`config.mk`:
```
export PLATFORM = sky130hd
export DESIGN_NAME = rkc_out_buf
export DESIGN_NICKNAME = d
export VERILOG_FILES = /design/src/sv/rkc_pkg.sv /design/src/sv/rkc_out_buf.sv
export SDC_FILE = /design/constraint.sdc
export NUM_CORES = 1
export LEC_CHECK = 0
export BUFFER_PORTS_ARGS = -buffer_cell sky130_fd_sc_hd__buf_2
export CORE_MARGIN = 5
export CORE_UTILIZATION = 56
export CTS_CLUSTER_DIAMETER = 200
export CTS_CLUSTER_SIZE = 12
export DETAILED_ROUTE_END_ITERATION = 10
export GPL_ROUTABILITY_DRIVEN = 1
export HOLD_SLACK_MARGIN = 0.12
export PLACE_DENSITY = 0.83
export SLEW_MARGIN = 10
export SYNTH_ARGS = -nofsm -noshare
export SYNTH_HDL_FRONTEND = slang
export SYNTH_SLANG_ARGS = --single-unit
```
`constraint.sdc`:
```
create_clock -name clk -period 8.96 [get_ports clk]
set_input_delay 1.792 -clock clk [delete_from_list [all_inputs] [get_ports clk]]
set_output_delay 1.792 -clock clk [all_outputs]
set_load 0.005 [all_outputs]
```
`src/sv/rkc_pkg.sv`:
```
// ----------------------------------------------------------------------------
// rkc_pkg: shared types and constants of the rolling k-mer code block
// Field widths, register indexes, the control state and the cell link types.
// ----------------------------------------------------------------------------
`default_nettype none

package rkc_pkg;

  localparam int MAX_KMER_DEF  = 32;
  localparam int CODE_BITS_DEF = 64;

  localparam int SYM_W      = 8;
  localparam int Q_W        = 8;
  localparam int K_W        = 6;
  localparam int OFF_W      = 5;
  localparam int POS_W      = 32;
  localparam int CODE_W     = 64;
  localparam int IN_DATA_W  = 8;
  localparam int OUT_DATA_W = 104;
  localparam int CFG_IDX_W  = 8;
  localparam int CFG_DATA_W = 8;

  localparam logic [SYM_W-1:0] FIRST_SPECIAL  = 8'd254;
  localparam logic [SYM_W-1:0] WILDCARD_SYM   = 8'd254;
  localparam logic [Q_W-1:0]   ALPHABET_RESET = 8'd4;
  localparam logic [K_W-1:0]   KMER_RESET     = 6'd12;

  typedef enum logic [CFG_IDX_W-1:0] {
    REG_ALPHABET_SIZE = 8'd0,
    REG_KMER_LENGTH   = 8'd1
  } reg_idx_t;

  typedef enum logic [1:0] {
    ST_RUN,
    ST_FLUSH,
    ST_REPLAY
  } state_t;

  // Broadcast to every cell of the chain.
  typedef struct packed {
    logic             step;
    logic             hist_shift;
    logic [SYM_W-1:0] sym;
    logic [Q_W-1:0]   q;
  } cell_ctrl_t;

  // Special-symbol status of a partial window.
  typedef struct packed {
    logic             seen;
    logic [OFF_W-1:0] off;
  } cell_flag_t;

  typedef struct packed {
    logic [CODE_W-1:0] code;
    logic [POS_W-1:0]  start;
    logic              has_special;
    logic [OFF_W-1:0]  off;
    logic              last;
  } result_t;

endpackage

`default_nettype wire

```
`src/sv/rkc_out_buf.sv`:
```
// ----------------------------------------------------------------------------
// rkc_out_buf: two-entry result buffer
// Parts the chain from the output stream so a result can wait while the next
// symbol is taken.
// ----------------------------------------------------------------------------
`default_nettype none

module rkc_out_buf (
  input  logic              clk,
  input  logic              rst,
  input  logic              push,
  input  rkc_pkg::result_t  push_data,
  output logic              space,
  output logic              pop_valid,
  input  logic              pop_ready,
  output rkc_pkg::result_t  pop_data
);
  import rkc_pkg::*;

  logic [1:0] count;
  logic       wr_ptr;
  logic       rd_ptr;
  logic       do_push;
  logic       do_pop;
  result_t    slots [2];

  assign space     = (count != 2'd2);
  assign pop_valid = (count != 2'd0);
  assign pop_data  = slots[rd_ptr];
  assign do_push   = push && space;
  assign do_pop    = pop_valid && pop_ready;

  always_ff @(posedge clk) begin
    if (rst) begin
      count  <= 2'd0;
      wr_ptr <= 1'b0;
      rd_ptr <= 1'b0;
    end else begin
      if (do_push) begin
        wr_ptr <= ~wr_ptr;
      end
      if (do_pop) begin
        rd_ptr <= ~rd_ptr;
      end
      if (do_push && !do_pop) begin
        count <= count + 2'd1;
      end else if (do_pop && !do_push) begin
        count <= count - 2'd1;
      end
    end
  end

  always_ff @(posedge clk) begin
    if (do_push) begin
      slots[wr_ptr] <= push_data;
    end
  end

endmodule

`default_nettype wire

```
-- Word level (Yosys, flattened, before mapping)
Memory sizes are Yosys's and may differ from the RTL's. A register that Yosys moved wholly into a read port is not among the register bits.
Index checks and enable logic that the tools add are counted.
W data, S select, Z words.
- register bits after elaboration: 4
- bits in writable memories: 206
- memories kept: 1
- memories (name ; words ; width ; rd ports ; clocked after memory_dff ; write ports ; line ; source):
    slots ; 2 ; 103 ; 1 ; 1 ; 1 ; rkc_out_buf.sv:25 ; result_t slots [2];
- add/sub/neg operators: 2
- equal/unequal tests: 1
- multiplexer cells: 6
- bitwise logic cells: 2
- reduce and logical (&&, ||, !) cells: 8
- operators by type and width (cell ; number):
    $logic_and A1 B1 Y1 ; 4
    $mux W1 ; 4
    $mux W2 ; 2
    $reduce_bool A2 Y1 ; 2
    $add A2 B1 Y2 const B ; 1
    $logic_not A1 Y1 ; 2
    $ne A2 B2 Y1 const B ; 1
    $not A1 Y1 ; 2
    $sub A2 B1 Y2 const B ; 1

-- Logic depth before layout (Yosys ltp)
Gate-level depths: netlist (run 1).
- word-level depth: 6
- mapped depth: 6
- mapped depth without buffers: 6

-- Worst setup path before layout (run 1)
No wires, ideal clock.
- kind: input to register
- from: input push
- to: memory slots[1][0] (netlist name), enable pin
- library setup time: 0.474 ns
- arrival: 4.225 ns
- required time: 8.486 ns
- setup slack: 4.261 ns
- stages: 1
- cells stage by stage: and3_1
- word-level cells in the longest chain between the ends: 3
- RTL lines (item ; line ; source):
    from (decl) ; rkc_out_buf.sv:11 ; input logic push,
    $logic_and A1 B1 Y1 ; rkc_out_buf.sv:30 ; assign do_push = push && space;
    $mux W1 ; rkc_out_buf.sv:54 ; if (do_push) begin
    $mux W1 (not written as such) ; rkc_out_buf.sv:55 ; slots[wr_ptr] <= push_data;
    to (decl) ; rkc_out_buf.sv:25 ;
Every way passes these cells.

==> results by group, run 1 <==
Run status
  – Status: finished, final reports clean

Route
  – Via density: 5.211
  – WL/cell: between 15 and 20 um
  – Routed Antenna Nets: 0
  – Met2 wire length: about 7300 um
  – WL met1: between 5000 and 6000 um
  – Wirelength, routed: approximately 14000 um
  – Vias: approximately 4k
  – DRC: 0
  – Iteration count of the initial detailed-routing pass: 4
  – Top Layer Used: met4
  – Routed wl met3: 1142 um
  – Initial DRC Count: ~230

Setup path
  – Worst flop-to-flop path endpoint: slots[1][11]
  – R2r setup slk: 6520 ps
  – Startpoint Class: flip-flop
  – Crit path DAT: 2520 ps
  – Req. time, crit path: about 7000 ps
  – WS Path Type: flip-flop to output pin
  – Reg-to-reg startpoint: count[0]
  – Reg2Reg Depth: 3
  – Critical Path Fanout Max: 63
  – Crit end category: output pin

Final layout
  – Leading cell types in the layout, fill and taps excluded: buf_2, edfxtp_1, mux2_2
  – Final nets: about 680
  – Area Growth Syn to Fin: 23.10%
  – Most common cell after layout, fill and taps aside: buf_2
  – Layout cell share with drive strength beyond 1: about three fifths
  – Ant diodes: 0

GRT
  – Total track usage: roughly 17%
  – First-pass GRT wire length: between 20000 and 25000 um
  – Grt total ovfl: 0
  – Initial antenna violation count: 0
  – Largest net degree at the start of global routing: 64
  – Vias in the first global route: 4186

STA
  – Clock Skews: around 8.1 ps
  – Count of pins over their slew limit: 0
  – Relative slew margins: a little under half
  – Fmax: between 200 and 250 MHz
  – Hold Vio Cnt, Final: 0
  – Final min period: 4309 ps
  – RSZ-0062 raised after global routing: false
  – Setup_tns: 0 ps
  – Final setup vio count: 0
  – Tcrit/Tclk final: between 40 and 50%
  – Worst-Margin Slew: 818.4 ps

Clock tree
  – Clock-pin slew on the worst setup and hold paths: approximately 60 ps
  – Buffer depth of the longest clock path: 3
  – Worst-Skew Late Latency: approximately 470 ps
  – Sink Count: between 200 and 250
  – CTS tree: yes
  – Max H-tree Level: 1
  – Post CTS Setup Buffer Count: 0
  – Num CTS Buffers: 21
  – Post-CTS Hold Buffers: 0
  – Clk root buf: clkbuf_16
  – Resize count post-CTS: 0

Power
  – Peak VDD IR: between 0.00015 and 0.0002 V
  – Power per Cell Area: 271.8 nW/um^2
  – Total power: between 0.002 and 0.003 W
  – Leak: between 3 and 4 nW

Synthesis
  – Syn Inst Count: 344
  – Avg Cell Area, Syn: ~22 sq um
  – Mapped Area: around 7700 sq um
  – Synth warn: 0
  – Synth Net Count: between 400 and 500
  – Share of the synthesized area in the top cell type: 80.65%
  – Yosys top cell by area: edfxtp_1
  – Yosys reg bits: roughly 210
  – Synth area leaders: edfxtp_1, mux2_2, dfxtp_1
  – Count of cell types in the netlist: 19
  – Seq/Total Area, Yosys: 81.96%

Floorplan
  – # rows: 42
  – Die Y: ~130 um
  – Die area: ~16000 sq um
  – DIE WIDTH: roughly 130 um
  – Starting density of the core: 57.46%
  – Core box area: between 10000 and 15000 sq um
  – Ports: between 200 and 250

Placement
  – DP HPWL: 9438 um
  – RePlAce Congestion: about 0.8
  – Port Buffers: around 210

Worst hold path
  – Min-delay src: rd_ptr
  – Worst Hold Class: flip-flop to flip-flop
  – WHS Path Cells: 2

Job
  – Max_cap viols: 0
-- state kept, by name, indices dropped and copies added (netlist names), named ones only --
register	flops
count	2
rd_ptr	1
slots	206
wr_ptr	1
-- Yosys cell counts, drive strengths merged --
| cell | n |
|---|---|
| or3 | 1 |
| dfxtp | 5 |
| nand2b | 1 |
| xor2 | 3 |
| a21bo | 1 |
| and2 | 1 |
| inv | 1 |
| edfxtp | 206 |
| or2 | 1 |
| a21oi | 2 |
| ha | 1 |
| o21ai | 2 |
| and3 | 1 |
| nand3b | 1 |
| mux2 | 103 |
| buf | 11 |
| nor2 | 3 |
-- logic make-up after synthesis --
| logic type | synth area share [%] |
|---|---|
| AOI/OAI and AO/OA | 0.3915 |
| xor gates and xnor gates | 0.3426 |
| adders and majority gates | 0.1631 |
| buffers and inverters | 1.370 |
| DFF | 81.96 |
| muxes | 15.12 |
| and+or+nand+nor | 0.6528 |
-- per-layer routing --
metal	global-route usage, %	vias up
met5	0	-
met4	4.164	0
met1	20.59	1933
met3	4.090	20
met2	29.51	160
li1	-	1811
-- how the worst max path moves through the flow --
stage | startpoint | endpoint | slack (ps) | cells past startpoint
6_report | flip-flop | pop_data[100] | 4650 | 3
5_1_grt | flip-flop | pop_data[100] | 4490 | 3
4_1_cts | flip-flop | pop_data[100] | 4600 | 3
3_5_place_dp | flip-flop | pop_data[2] | 5110 | 3
3_3_place_gp | flip-flop | pop_data[2] | 5130 | 3
2_1_floorplan | push | slots[1][0] | 4260 | 1
-- critical path, stage by stage (launching register included) --
cell and delay, ps:
dfxtp_4 680, buf_4 710, mux2_2 430, buf_2 130
-- report_power, final --
group / internal, W / switching [W]
registers: 0.00124 / 0.0000538
logic: 0.000281 / 0.000256
clock network: 0.000426 / 0.000314
total: 0.00194 / 0.000623
-- through the flow --
step                cell area [sq um]  utilization, %  instances  worst slack [ps]  hold slack, ps
global placement                 8879           66.52        723              5133           485.2
finish                           9442           70.73        753              4652           515.1
detailed placement               8879           66.52        723              5106           490.2
CTS                              9442           70.73        753              4604           515.6
floorplan                        7670               -        344              4261           470.5
global route                     9442           70.73        753              4495           555.7
-- cell type report --
class,count,area [sq um]
Timing Repair Buffer,214,1079
Multi-Input combinational cell,121,1284
Tap cell,176,220.2
Inverter,1,6.256
Clock buffer,29,555.5
Sequential cell,211,6290
Fill cell,873,3906
Clock inverter,1,7.507
Power figures use the tool's default switching activity.
==> run 2, diff against run 1 <==
--- a/config.mk
+++ b/config.mk
@@ -7,13 +7,13 @@
 export LEC_CHECK = 0
 export BUFFER_PORTS_ARGS = -buffer_cell sky130_fd_sc_hd__buf_2
 export CORE_MARGIN = 5
-export CORE_UTILIZATION = 56
+export CORE_UTILIZATION = 52
 export CTS_CLUSTER_DIAMETER = 200
 export CTS_CLUSTER_SIZE = 12
 export DETAILED_ROUTE_END_ITERATION = 10
 export GPL_ROUTABILITY_DRIVEN = 1
 export HOLD_SLACK_MARGIN = 0.12
-export PLACE_DENSITY = 0.83
+export PLACE_DENSITY = 0.77
 export SLEW_MARGIN = 10
 export SYNTH_ARGS = -nofsm -noshare
 export SYNTH_HDL_FRONTEND = slang
==> constraint.sdc (replaced) <==
create_clock -name clk -period 4.2 [get_ports clk]
set_input_delay 0.84 -clock clk [delete_from_list [all_inputs] [get_ports clk]]
set_output_delay 0.84 -clock clk [all_outputs]
set_load 0.005 [all_outputs]
==> results by group, run 2 (same netlist as run 1, synthesis figures left out) <==
Setup path
  – WS Path Type: flip-flop to output pin
  – Startpoint Class: flip-flop
  – Crit end category: output pin
  – Max stage delay on crit path: 780 ps (+70 ps)
  – Delay-heaviest family, CP: flip-flops
  – Crit path DAT: 2160 ps (-360 ps)
  – Req. time, crit path: 3360 ps (-3810 ps)
  – Critical Path Slowest Stage Cell: dfxtp_4
  – Buf/Inv on CP: 2 (unchanged)
  – Critical Path Fanout Max: 55 (-13%)
  – Worst-path cell chain: buf_12 -> mux2_2 -> buf_2

Final layout
  – Non-filler cells, final: 760 (+0.93%)
  – Most common cell after layout, fill and taps aside: buf_2
  – Ant diodes: 0 (unchanged)
  – Largest Register: slots
  – Leading cell types in the layout, fill and taps excluded: buf_2, edfxtp_1, mux2_2
  – Layout cell share with drive strength beyond 1: 59.72% (+0.10 points)
  – Biggest regs: slots: 206 flops, count: 2 flops
  – Max reg flops: 206 (unchanged)
  – Area Growth Syn to Fin: 23.67%
  – Final nets: 678 (unchanged)

Placement
  – RePlAce Congestion: 0.7636 (-2.1%)
  – Placed Cells: 731 (+1.1%)
  – Port Buffers: 211 (unchanged)
  – DP HPWL: 9766 um (+3.5%)

STA
  – Worst-Margin Slew: 668.0 ps (-150.4 ps)
  – Final setup vio count: 0 (unchanged)
  – Final min period: 2999 ps
  – Relative slew margins: 55.47% (+10 points)
  – Setup_tns: 0 ps (unchanged)
  – Tcrit/Tclk final: roughly 71%
  – Hold Vio Cnt, Final: 0 (unchanged)
  – RSZ-0062 raised after global routing: false
  – Count of pins over their slew limit: 0 (unchanged)
  – Hold_ws: 509.1 ps (-5.960 ps)
  – Fmax: ~330 MHz
  – Clock Skews: 5.436 ps (-2.626 ps)

GRT
  – Vias in the first global route: 4295 (+2.6%)
  – Largest net degree at the start of global routing: 64 (unchanged)
  – Grt total ovfl: 0 (unchanged)
  – First-pass GRT wire length: 22610 um (+6.0%)
  – Total track usage: 16.11% (-0.49 points)
  – Initial antenna violation count: 1 (+1)

Floorplan
  – # rows: 44 (+4.8%)
  – Core box area: 14480 sq um (+8.5%)
  – Die area: 17280 sq um (+7.1%)
  – Ports: 212 (unchanged)
  – Die Y: 131.5 um (+3.5%)
  – Starting density of the core: 52.97% (-4.5 points)
  – DIE WIDTH: 131.5 um (+3.5%)

Route
  – WL/cell: 18.76 um (about the same)
  – Vias: 3905 (-0.48%)
  – Via density: 5.138 (-1.4%)
  – Iteration count of the initial detailed-routing pass: 4 (unchanged)
  – Wirelength, routed: 14260 um (+0.98%)
  – Initial DRC Count: 153 (-34%)
  – DRC: 0 (unchanged)
  – Routed Antenna Nets: 0 (unchanged)

Power
  – Peak VDD IR: 0.0003797 V (+94%)
  – Clock power share: 28.5% (-0.3 points)
  – Leak: 3.521 nW (+0.26%)
  – P_sw: 0.001315 W (+110%)
  – Cell Int Power: 0.004156 W (+110%)
  – Power per Cell Area: 576.8 nW/um^2 (+110%)
  – Comb pwr share: 21.0% (about the same)
  – Sw Ratio: 24.04% (-0.24 points)
  – Sequential power share: 50.4% (+0.2 points)

Clock tree
  – CTS tree: yes
  – Resize count post-CTS: 0 (unchanged)
  – Buffer depth of the longest clock path: 3 (unchanged)
  – Worst-Skew Late Latency: 460 ps (about the same)
  – Post CTS Setup Buffer Count: 0 (unchanged)
  – Post-CTS Hold Buffers: 0 (unchanged)
  – Sink Count: 211 (unchanged)
  – Clock-pin slew on the worst setup and hold paths: 50 ps (about the same)
  – Max H-tree Level: 1 (unchanged)
  – Clk root buf: clkbuf_16
  – Num CTS Buffers: 21 (unchanged)

Job
  – Max_cap viols: 0 (unchanged)

Worst hold path
  – Worst Hold Class: flip-flop to flip-flop

Run status
  – Status: finished, final reports clean
run 2: changes by cell type in the layout (fill, tap and decap cells not counted):
cell,change
buf_12,+3
buf_4,-3
clkbuf_1,-1
run 2: power groups by stage:
stage	combinational, W	sequential (W)	clock [W]
floorplan	0.000755	0.00274	0
global placement	0.00115	0.00279	0
detailed placement	0.00117	0.00281	0
CTS	0.00118	0.00277	0.00161
global route	0.00126	0.00279	0.00171
finish	0.00115	0.00276	0.00156
run 2: area by class of cell:
type                       instances  area, sq um
fill                            1017         4994
multi-input combinational        121         1284
sequential                       211         6290
clock buffer                      28        551.8
inverter                           1        6.256
timing repair buffer             214         1116
tap                              184        230.2
clock inverter                     1        7.507
run 2: worst register-to-register path: stages, from the launching register on:
cell and delay, ps:
dfxtp_1 400, nand2b_1 220, nand3b_1 180, inv_4 440
buf_12 430
run 2: layer usage:
layer / GRT usage (%) / part of all wire [%] / up-vias
met4: 3.543 / 1.4 / 2
met2: 27.29 / 49 / 174
li1: - / - / 1802
met5: 0 / 0.091 / -
met1: 20.66 / 40 / 1900
met3: 5.008 / 9.0 / 27
run 2: per-stage QoR:
stage	cell area, sq um	util, %	total power (W)	setup WS, ps
floorplan	7670	-	0.003496	452.5
global placement	8926	61.65	0.003940	1664
detailed placement	8926	61.65	0.003979	1641
CTS	9485	65.51	0.005561	1131
global route	9485	65.51	0.005755	1063
finish	9485	65.51	0.005471	1201
run 2: worst paths after layout:
kind / startpoint / end / slack [ps] / cells past startpoint
setup / recovery: flip-flop / pop_data[61] / 1200 / 3
hold / removal: rd_ptr / flip-flop / 510 / 2
setup reg to reg: count[0] / slots[0][22] / 2150 / 4
hold reg to reg: rd_ptr / flip-flop / 510 / 2
