===== src/sv/rkc_pkg.sv =====
// ----------------------------------------------------------------------------
// rkc_pkg: shared types and constants of the rolling k-mer code block
// Field widths, register indexes, the control state and the cell link types.
// ----------------------------------------------------------------------------
`default_nettype none

package rkc_pkg;

  localparam int MAX_KMER_DEF  = 32;
  localparam int CODE_BITS_DEF = 64;

  localparam int SYM_W      = 8;
  localparam int Q_W        = 8;
  localparam int K_W        = 6;
  localparam int OFF_W      = 5;
  localparam int POS_W      = 32;
  localparam int CODE_W     = 64;
  localparam int IN_DATA_W  = 8;
  localparam int OUT_DATA_W = 104;
  localparam int CFG_IDX_W  = 8;
  localparam int CFG_DATA_W = 8;

  localparam logic [SYM_W-1:0] FIRST_SPECIAL  = 8'd254;
  localparam logic [SYM_W-1:0] WILDCARD_SYM   = 8'd254;
  localparam logic [Q_W-1:0]   ALPHABET_RESET = 8'd4;
  localparam logic [K_W-1:0]   KMER_RESET     = 6'd12;

  typedef enum logic [CFG_IDX_W-1:0] {
    REG_ALPHABET_SIZE = 8'd0,
    REG_KMER_LENGTH   = 8'd1
  } reg_idx_t;

  typedef enum logic [1:0] {
    ST_RUN,
    ST_FLUSH,
    ST_REPLAY
  } state_t;

  // Broadcast to every cell of the chain.
  typedef struct packed {
    logic             step;
    logic             hist_shift;
    logic [SYM_W-1:0] sym;
    logic [Q_W-1:0]   q;
  } cell_ctrl_t;

  // Special-symbol status of a partial window.
  typedef struct packed {
    logic             seen;
    logic [OFF_W-1:0] off;
  } cell_flag_t;

  typedef struct packed {
    logic [CODE_W-1:0] code;
    logic [POS_W-1:0]  start;
    logic              has_special;
    logic [OFF_W-1:0]  off;
    logic              last;
  } result_t;

endpackage

`default_nettype wire


===== src/sv/rkc_cell.sv =====
// ----------------------------------------------------------------------------
// rkc_cell: one cell of the k-mer code chain
// Extends the partial window code of its left neighbor by one symbol (one
// multiply-add) and holds one symbol of the history line.
// ----------------------------------------------------------------------------
`default_nettype none

module rkc_cell #(
  parameter int CODE_BITS = rkc_pkg::CODE_BITS_DEF,
  parameter int IDX       = 0
) (
  input  logic                        clk,
  input  rkc_pkg::cell_ctrl_t         ctrl,
  input  logic [CODE_BITS-1:0]        prev_code,
  input  rkc_pkg::cell_flag_t         prev_flag,
  input  logic [rkc_pkg::SYM_W-1:0]   prev_sym,
  output logic [CODE_BITS-1:0]        code,
  output rkc_pkg::cell_flag_t         flag,
  output logic [CODE_BITS-1:0]        code_next,
  output rkc_pkg::cell_flag_t         flag_next,
  output logic [rkc_pkg::SYM_W-1:0]   sym
);
  import rkc_pkg::*;

  logic                   is_special;
  logic                   use_fill;
  logic [CODE_BITS-1:0]   q_ext;
  logic [CODE_BITS-1:0]   eff_sym;
  logic [CODE_BITS+Q_W-1:0] product;

  assign is_special = (ctrl.sym >= FIRST_SPECIAL);
  // From the first special symbol on, every position counts as q-1.
  assign use_fill   = is_special || prev_flag.seen;
  assign q_ext      = {{(CODE_BITS-Q_W){1'b0}}, ctrl.q};
  assign eff_sym    = use_fill ? (q_ext - CODE_BITS'(1))
                               : {{(CODE_BITS-SYM_W){1'b0}}, ctrl.sym};
  assign product    = prev_code * ctrl.q;
  assign code_next  = product[CODE_BITS-1:0] + eff_sym;

  always_comb begin
    flag_next.seen = use_fill;
    if (prev_flag.seen) begin
      flag_next.off = prev_flag.off;
    end else if (is_special) begin
      flag_next.off = OFF_W'(IDX);
    end else begin
      flag_next.off = '0;
    end
  end

  always_ff @(posedge clk) begin
    if (ctrl.step) begin
      code <= code_next;
      flag <= flag_next;
    end
    if (ctrl.hist_shift) begin
      sym <= prev_sym;
    end
  end

endmodule

`default_nettype wire


===== config.mk =====
export PLATFORM = sky130hd
export DESIGN_NAME = rkc_cell
export DESIGN_NICKNAME = d
export VERILOG_FILES = /design/src/sv/rkc_pkg.sv /design/src/sv/rkc_cell.sv
export SDC_FILE = /design/constraint.sdc
export NUM_CORES = 1
export LEC_CHECK = 0
export BUFFER_PORTS_ARGS = -buffer_cell sky130_fd_sc_hd__buf_4
export CORE_AREA = 2 2 199 201
export CTS_CLUSTER_SIZE = 28
export DETAILED_ROUTE_END_ITERATION = 6
export DIE_AREA = 0 0 201 203
export PLACE_DENSITY = 0.69
export SLEW_MARGIN = 20
export SYNTH_ARGS = -nofsm -noshare
export SYNTH_HDL_FRONTEND = slang
export SYNTH_SLANG_ARGS = --single-unit

===== constraint.sdc =====
create_clock -name clk -period 24.6 [get_ports clk]
set_input_delay 4.92 -clock clk [delete_from_list [all_inputs] [get_ports clk]]
set_output_delay 4.92 -clock clk [all_outputs]
set_load 0.02 [all_outputs]

Yosys cells after proc, flatten, opt, wreduce, memory -nomap -nowiden
Index checks and enable logic that the tools add are counted.

storage, ports and cells
  register bits after elaboration = 78
  latch bits = 0
  memory bits (writable) = 0
  bits in read-only memories = 0
  input port bits = 97
  output and inout bits = 148
  logic and storage cells = 11
  memories = 0

operators by class
  add/subtract/negate cells = 2
  $mul = 1
  divide/modulo/power cells = 0
  order comparisons = 1
  equal/unequal tests = 0
  shifts and indexed selects = 0
  mux-type cells = 2
  bitwise logic cells = 0
  reduce and logical (&&, ||, !) cells = 1

operators with widths
  kind                   number
  $add A64 B64 Y64       1
  $mul A64 B8 Y64        1
  $mux W64               1
  $sub A8 B1 Y9 const B  1
  $ge A8 B8 Y1 const B   1
  $mux W5                1
  $logic_or A1 B1 Y1     1

Logic depth before layout (Yosys ltp)
Gate-level depths: netlist of run 1.

  depth after elaboration = 4
  depth in mapped cells = 26
  mapped depth without buffers = 24

Least setup slack after synthesis of run 1
Ideal clock, no wire load.

  path type = input -> output
  start = in ctrl[0] (netlist name)
  end = out code_next[59]
  data arrival time = 12398 ps
  data required time = 19680 ps
  setup slack = 7282 ps
  cell stages on the path = 26
  buffers on the path = 3
  path through = clkbuf_1 clkbuf_1 inv_1 ha_1 nor3b_2 nand2_1 nor3_1 nand2_1 fa_1 fa_1 inv_1 fa_1 inv_1 fa_1 inv_1 ha_1 buf_2 a21o_1 a21oi_1 o21bai_1 a2111oi_0 nor2_1 a31o_2 o21bai_2 nand2_1 a311oi_1

between the ends
  longest elaborated chain between the ends = 3

RTL lines
  item                                                                     RTL line        source
  from (decl)                                                              rkc_cell.sv:13  input rkc_pkg::cell_ctrl_t ctrl,
  parallel branches: the longest is 2 deep, another holds $mul A64 B8 Y64  --
  $add A64 B64 Y64 (*)                                                     rkc_cell.sv:38  assign code_next = product[CODE_BITS-1:0] + eff_sym;
  to (decl)                                                                rkc_cell.sv:19  output logic [CODE_BITS-1:0] code_next,

Every way passes the cells marked *.

Worst setup path after layout of run 1
Ends and elaborated chain as after synthesis.

==> metrics.md, run 1 <==
| Metric | Value |
|---|---|
| Max Fclk | `58.19 MHz` |
| Status | `complete, no violations` |
| Synthesized area | `19030 sq um` |
| Routed WL | `49.15 mm` |
| Mean Syn Cell Area | `9.229 sq um` |
| CTS tree | `done` |
| Detailed Place HPWL | `39.90 mm` |
| Die Height | `203 microns` |
| Worst EP required | `19.68 ns` |
| Crit path launch type | `primary input` |
| Core ar. | `38470 sq um` |
| Global-route wire length before repair | `83.55 mm` |
| Final min period | `17.19 ns` |
| RSZ-0062 raised after global routing | `false` |
| Hold crit path type | `in2reg` |
| Synth Net Count | `2643` |
| Synth warn | `0` |
| Post-synth EDFFs | `78` |
| Slew Limit Fails | `0` |
| Yosys top cell area share | `0.4313` |
| Clk sink count | `78` |
| Slew margin rel. | `0.3245` |
| Fin cells | `2772` |
| Largest net degree at the start of global routing | `71` |
| Mapped Cells | `2062` |
| Row count | `72` |
| Drt drc | `0` |
| Grt ovf | `0` |
| Wire length per cell | `17.73 microns` |
| Fin Setup TNS | `0 ns` |
| Antenna violations before repair | `0` |
| Tot GR Track Use | `0.2588` |
| Setup crit end kind | `output pin` |
| I/O Pins | `245` |
| Final Hold Viols | `0` |
| Worst-path clk slew | `0.07 ns` |
| Port Buffers | `244` |
| Placed cell count | `2756` |
| Seq/Total Area, Yosys | `0.1231` |
| Die ar. | `40800 sq um` |
| Hold buffers post-CTS | `0` |
| Crit share post-route | `0.6986` |
| Vias/cell | `5.286` |
| Setup violators final | `0` |
| Initial DRC count | `838` |
| Worst slew pin tran | `1.013 ns` |
| H-Tree Depth | `3` |
| Area leader, netlist | `fa_1` |
| Post-CTS setup buffer count | `0` |
| Post-CTS Resized | `0` |
| Area delta synth->final | `13.39%` |
| CTS max path bufs | `2` |
| Commonest cells post-synth | `inv_1 (450), fa_1 (410), and2_1 (308)` |
| Hold path depth | `1` |
| Critical path class | `in2out` |
| Starting Density | `0.4947` |
| Die width | `201 microns` |
| CP Data Arrival Time | `12.27 ns` |
| DRT Pass-1 Iters | `6` |
| Layout net count | `2830` |
| Ys flop type | `edfxtp_1` |
| Top cells by area, synth | `fa_1 (43%), edfxtp_1 (12%), and2_1 (10%)` |
| Root buffer cell | `clkbuf_16` |
| Gp weighted congestion | `0.9315` |
| # diodes | `0` |
| Ys async rst share | `0` |
| Vias in the first global route | `16120` |
| Max Cap Viol | `0` |
| Synth Register Bits | `78` |
| Synth cell types | `62` |
| DRT antenna net count | `0` |
| Most common cell in the synthesized netlist | `inv_1` |
| CP max FO | `67` |
| CTS buffer count | `9` |
| Routed via count | `14650` |
| Share of post-route cells with drive strength above 1 | `0.1242` |
## metal layers
metal,track usage,wire (microns),vias up
li1,-,-,6612
met1,0.3398,20850,7511
met2,0.4319,23820,429
met3,0.04318,2615,100
met4,0.09894,1870,0
met5,0,0,-
## layout make-up
type                    instances  area (sq um)
clock buffers                   9         225.2
clock inverters                 7         80.08
fillers                      3478         16890
inverters                     450          1689
multi-input cells            1460         14720
flip-flops and latches         78          2342
well taps                     518         648.1
repair buffers                250          1877
## stage by stage
step | hold WS [ns] | instance area (sq um) | util | worst slack (ns)
after global routing | 4.686 | 21580 | 0.5609 | 6.944
after global placement | 5.099 | 21270 | 0.5530 | 7.504
after detailed placement | 5.099 | 21270 | 0.5530 | 7.363
final | 4.705 | 21580 | 0.5609 | 7.415
after CTS | 4.686 | 21580 | 0.5609 | 7.332
after floorplan | 5.019 | 19030 | - | 7.282
## worst paths after layout
kind                         from             to  slack [ns]
worst max-delay path      ctrl[0]  code_next[59]        7.41
worst min-delay path  prev_sym[1]         sym[1]        4.70
## flip-flops by register name, summed over array words and instances (netlist names)
name and count:
code 64, flag 6, sym 8
## logic make-up after synthesis
logic type               count (synthesis)  synth area share
adder cells (fa/ha/maj)                484            0.4800
AO/OA/AOI/OAI                          213           0.07016
buffers and inverters                  524            0.1040
multiplexers                             2          0.001118
flip-flops                              78            0.1231
AND/OR/NAND/NOR                        688            0.1880
XOR/XNOR                                73           0.03360
## cells in the final DEF, fill, tap and decap left out, types with 24 or more instances in the layout
cell type  Yosys  final
a21oi_1       74     74
and2_1       308    308
buf_4          1    250
edfxtp_1      78     78
fa_1         410    410
ha_1          74     74
inv_1        450    450
nand2_1      240    239
nor2_1        56     56
o21ai_0       43     43
xnor2_1       49     49
xor2_1        24     24
## critical path, stage by stage
cell      delay (ns)
buf_4           0.59
inv_1           0.11
ha_1            0.24
nor3b_2         0.17
nand2_1         0.13
nor3_1          0.08
nand2_4         0.10
buf_4           0.78
fa_1            0.55
inv_1           0.08
fa_1            0.46
fa_1            0.57
inv_1           0.05
fa_1            0.49
inv_1           0.05
ha_1            0.37
a21oi_1         0.17
o21ai_0         0.18
o21ai_0         0.32
a21oi_1         0.10
nor3_1          0.36
a21oi_1         0.19
o21bai_2        0.33
nand2_1         0.14
a311oi_1        0.46
buf_4           0.23
Power of run 1 is left out: the tool's default activity adds up to more than one toggle a clock period on the data nets, which glitch-free logic cannot reach.
==> inputs of run 2 (changes only) <==
--- a/config.mk
+++ b/config.mk
@@ -10,7 +10,7 @@
 export CTS_CLUSTER_SIZE = 28
 export DETAILED_ROUTE_END_ITERATION = 6
 export DIE_AREA = 0 0 201 203
-export PLACE_DENSITY = 0.69
+export PLACE_DENSITY = 0.71
 export SLEW_MARGIN = 20
 export SYNTH_ARGS = -nofsm -noshare
 export SYNTH_HDL_FRONTEND = slang
==> constraint.sdc (replaced) <==
create_clock -name clk -period 14.8 [get_ports clk]
set_input_delay 2.96 -clock clk [delete_from_list [all_inputs] [get_ports clk]]
set_output_delay 2.96 -clock clk [all_outputs]
set_load 0.02 [all_outputs]
==> run 2 against run 1 <==
Hold slack got worse by 1.9 ns. Sequential share of layout area about the same. Critical path depth decreased by 2. Utilization about the same. Routed wire length decreased by 0.16%. Largest cell class unchanged.
==> metrics.md, run 2 (same netlist as run 1, synthesis figures left out) <==
| Metric | Value |
|---|---|
| Status | `complete, no violations` |
| Worst slew pin tran | `0.9943 ns` |
| Vias in the first global route | `16230` |
| Wire length per cell | `17.70 microns` |
| Antenna violations before repair | `1` |
| Port Buffers | `244` |
| Die ar. | `40800 sq um` |
| Detailed Place HPWL | `39.89 mm` |
| Tot GR Track Use | `0.2541` |
| Final min period | `13.25 ns` |
| H-Tree Depth | `3` |
| CP cell instances | `buf_4 > inv_1 > ha_1 > nor3b_2 > nand2_1 > nor3_1 > nand2_4 > fa_1 > inv_1 > fa_1 > fa_1 > inv_1 > fa_1 > inv_1 > ha_1 > a21oi_1 > o21a_1 > or4_1 > nand4_1 > a21oi_1 > a311oi_1 > o21ai_0 > o211ai_1 > buf_4` |
| Fin area | `21570 sq um` |
| Final Hold Viols | `0` |
| Max Fclk | `75.46 MHz` |
| Routed via count | `14600` |
| Fin Setup TNS | `0 ns` |
| Worst-path clk slew | `0.06 ns` |
| Bufs and invs on worst path | `6` |
| Global-route wire length before repair | `82.24 mm` |
| Fin cells | `2772` |
| Crit share post-route | `0.8954` |
| Root buffer cell | `clkbuf_16` |
| CTS buffer count | `9` |
| Setup crit end kind | `output pin` |
| Crit path launch type | `primary input` |
| Most Crowded Layer GR | `met2` |
| Clk sink count | `78` |
| Layout net count | `2830` |
| Delay-heaviest family, CP | `adder cells` |
| Routed WL | `49.07 mm` |
| Biggest register | `code` |
| Drt drc | `0` |
| Met3 Use GR | `0.03836` |
| Fillers | `3513` |
| Vias/cell | `5.266` |
| Die Height | `203 microns` |
| RSZ-0062 raised after global routing | `false` |
| Critical Path Max Stage Delay | `0.86 ns` |
| Post-CTS Resized | `0` |
| I/O Pins | `245` |
| Setup violators final | `0` |
| CTS max path bufs | `2` |
| Critical path class | `in2out` |
| DRT antenna net count | `0` |
| Core ar. | `38470 sq um` |
| Largest register FFs | `64` |
| Slew margin rel. | `0.3326` |
| Area delta synth->final | `13.35%` |
| Die width | `201 microns` |
| CTS tree | `done` |
| Largest net degree at the start of global routing | `71` |
| Slew Limit Fails | `0` |
| Grt ovf | `0` |
| Starting Density | `0.4947` |
| # diodes | `0` |
| GR Layer Usage met2 | `0.4383` |
| Worst EP required | `11.84 ns` |
| Post-CTS setup buffer count | `0` |
| DRT Pass-1 Iters | `5` |
| Share of post-route cells with drive strength above 1 | `0.1238` |
| Placed cell count | `2756` |
| Worst hold slack | `2.765 ns` |
| Commonest cells after routing, fill and taps aside | `inv_1 (450), fa_1 (410), and2_1 (308)` |
| Max Cap Viol | `0` |
| Hold crit path type | `in2reg` |
| Biggest regs | `code: 64 flops, sym: 8 flops, flag: 6 flops` |
| Commonest non-fill, non-tap cell in the layout | `inv_1` |
| CP Data Arrival Time | `10.29 ns` |
| Critical-path top delay cell | `a311oi_1` |
| Row count | `72` |
| Gp weighted congestion | `0.9263` |
| Hold buffers post-CTS | `0` |
| CP max FO | `67` |
| Initial DRC count | `911` |
| Met1 usage | `0.3278` |
| Area after DPL | `21270 sq um` |
run 2: cell types whose count changed in the layout (fill, tap and decap cells not counted), sizes merged:
cell,change
clkinvlp,-1
inv,-1
clkinv,+2
run 2: routing by layer:
layer  vias to the layer above  routed length, microns
li1                       6601                       -
met1                      7453                   20310
met2                       472                   24320
met3                        72                    3052
met4                         0                    1394
met5                         -                       0
run 2: worst paths after layout:
path / to / slack (ns) / startpoint / cells past startpoint
worst min-delay path: sym[7] / 2.77 / prev_sym[7] / 1
worst max-delay path: code_next[52] / 1.55 / ctrl[0] / 24
run 2: cell type report:
cell class | instances | area [sq um] | share of cell area
tap | 518 | 648.1 | 0.03005
timing repair buffer | 250 | 1877 | 0.08701
clock buffer | 9 | 225.2 | 0.01044
sequential | 78 | 2342 | 0.1086
multi-input combinational | 1460 | 14720 | 0.6822
clock inverter | 7 | 72.57 | 0.003364
inverter | 450 | 1689 | 0.07831
run 2: through the flow:
step | setup slack, ns | util
2_1_floorplan | 1.402 | -
3_3_place_gp | 1.937 | 0.5530
3_5_place_dp | 1.770 | 0.5530
4_1_cts | 1.749 | 0.5607
5_1_grt | 1.103 | 0.5607
6_report | 1.548 | 0.5607
Power of run 2 is left out for the same reason.
==> inputs of run 3 (changes only) <==
--- a/config.mk
+++ b/config.mk
@@ -10,6 +10,7 @@
 export CTS_CLUSTER_SIZE = 28
 export DETAILED_ROUTE_END_ITERATION = 6
 export DIE_AREA = 0 0 201 203
+export MAX_ROUTING_LAYER = met4
 export PLACE_DENSITY = 0.71
 export SLEW_MARGIN = 20
 export SYNTH_ARGS = -nofsm -noshare
==> constraint.sdc (replaced) <==
create_clock -name clk -period 14.8 [get_ports clk]
set_input_delay 2.96 -clock clk [delete_from_list [all_inputs] [get_ports clk]]
set_output_delay 2.96 -clock clk [all_outputs]
set_load 0.05 [all_outputs]
==> run 3 against run 2 <==
Count of clock-buffer cells in the layout unchanged. Final cell count about the same. Routed wire length up 0.75%. Cell area about the same. Sequential cell count unchanged. Utilization about the same. Sequential share of layout area about the same. Worst setup slack better by 0.10 ns. Maximum frequency up 0.78%. Non-clock buffer count down 1. Global-route usage up 1.1 points.
==> metrics.md, run 3 (same netlist as run 1, synthesis figures left out) <==
| Metric | Value |
|---|---|
| Status | `complete, no violations` |
| Hold buffers post-CTS | `0` |
| Root buffer cell | `clkbuf_16` |
| CTS max path bufs | `2` |
| # diodes | `0` |
| Worst EP required | `11.84 ns` |
| H-Tree Depth | `3` |
| Critical Path Max Stage Delay | `0.74 ns` |
| CP cell instances | `buf_4 > inv_1 > ha_1 > nor3b_2 > nand2_1 > nor3_1 > nand2_4 > fa_1 > inv_1 > fa_1 > fa_1 > inv_1 > fa_1 > inv_1 > ha_1 > a21oi_1 > o21a_1 > or4_1 > nand4_1 > a21oi_1 > a311oi_1 > o21ai_0 > o211ai_1 > buf_4` |
| Delay-heaviest family, CP | `adder cells` |
| Max layer used | `met4` |
| Vias in the first global route | `16110` |
| Fin area | `21560 sq um` |
| Commonest cells after routing, fill and taps aside | `inv_1 (450), fa_1 (410), and2_1 (308)` |
| Multi-input logic area | `14720 sq um` |
| Routed via count | `14650` |
| Max Fclk | `76.05 MHz` |
| Worst slew pin tran | `0.9373 ns` |
| Setup crit end kind | `output pin` |
| Row count | `72` |
| Antenna violations before repair | `0` |
| Largest net degree at the start of global routing | `71` |
| Area after DPL | `21260 sq um` |
| DRT antenna net count | `0` |
| I/O Pins | `245` |
| Initial DRC count | `902` |
| Global-route wire length before repair | `82.99 mm` |
| Commonest non-fill, non-tap cell in the layout | `inv_1` |
| Critical path class | `in2out` |
| Die ar. | `40800 sq um` |
| RSZ-0062 raised after global routing | `false` |
| CTS buffer count | `9` |
| CTS tree | `done` |
| Final Hold Viols | `0` |
| Crit path launch type | `primary input` |
| Slew margin rel. | `0.3751` |
| DR WL met2 | `24.18 mm` |
| Wire length per cell | `17.84 microns` |
| Slew Limit Fails | `0` |
| WL met3 | `3.045 mm` |
| Biggest regs | `code: 64 flops, sym: 8 flops, flag: 6 flops` |
| Port Buffers | `244` |
| DRT Pass-1 Iters | `5` |
| Share of post-route cells with drive strength above 1 | `0.1229` |
| Setup violators final | `0` |
| Clk sink count | `78` |
| Post-CTS Resized | `0` |
| Routed WL | `49.44 mm` |
| Biggest register | `code` |
| Hold crit path type | `in2reg` |
| Vias/cell | `5.286` |
| Tot GR Track Use | `0.2650` |
| Starting Density | `0.4947` |
| FF+latch area | `2342 sq um` |
| Metal-1 WL | `20.48 mm` |
| Detailed Place HPWL | `39.78 mm` |
| Layout net count | `2829` |
| Drt drc | `0` |
| Bufs and invs on worst path | `6` |
| Die width | `201 microns` |
| Fin Setup TNS | `0 ns` |
| CP Data Arrival Time | `10.19 ns` |
| Max Cap Viol | `0` |
| Grt ovf | `0` |
| Worst hold slack | `2.767 ns` |
| Crit share post-route | `0.8885` |
| Critical-path top delay cell | `fa_1` |
| Largest register FFs | `64` |
| Area delta synth->final | `13.31%` |
| Gp weighted congestion | `0.9822` |
| Core ar. | `38470 sq um` |
| Final min period | `13.15 ns` |
| Die Height | `203 microns` |
| CP max FO | `67` |
| Post-CTS setup buffer count | `0` |
| Worst-path clk slew | `0.06 ns` |
| Fillers | `3490` |
-- run 3: cell type report --
class                           instances  area share
Multi-Input combinational cell       1460      0.6825
Sequential cell                        78      0.1086
Timing Repair Buffer                  249     0.08669
Inverter                              450     0.07834
Tap cell                              518     0.03006
Clock buffer                            9     0.01045
Clock inverter                          7    0.003366
-- run 3: final timing paths --
check   startpoint  cells past startpoint  slack, ns            end
max        ctrl[0]                     24       1.65  code_next[52]
min    prev_sym[1]                      1       2.77         sym[1]
-- run 3: through the flow --
stage | setup slack, ns | utilization | instances
after floorplan | 0.7507 | - | 2062
after global placement | 1.738 | 0.5528 | 2755
after detailed placement | 1.606 | 0.5528 | 2755
after CTS | 1.581 | 0.5605 | 2771
after global routing | 1.118 | 0.5605 | 2771
final | 1.650 | 0.5605 | 2771
-- run 3: per-layer routing --
metal  GRT usage  up-vias
li1            -     6595
met1      0.3320     7453
met2      0.4354      501
met3     0.04366       98
met4     0.09868        0
met5           -        -
Power of run 3 is left out for the same reason.
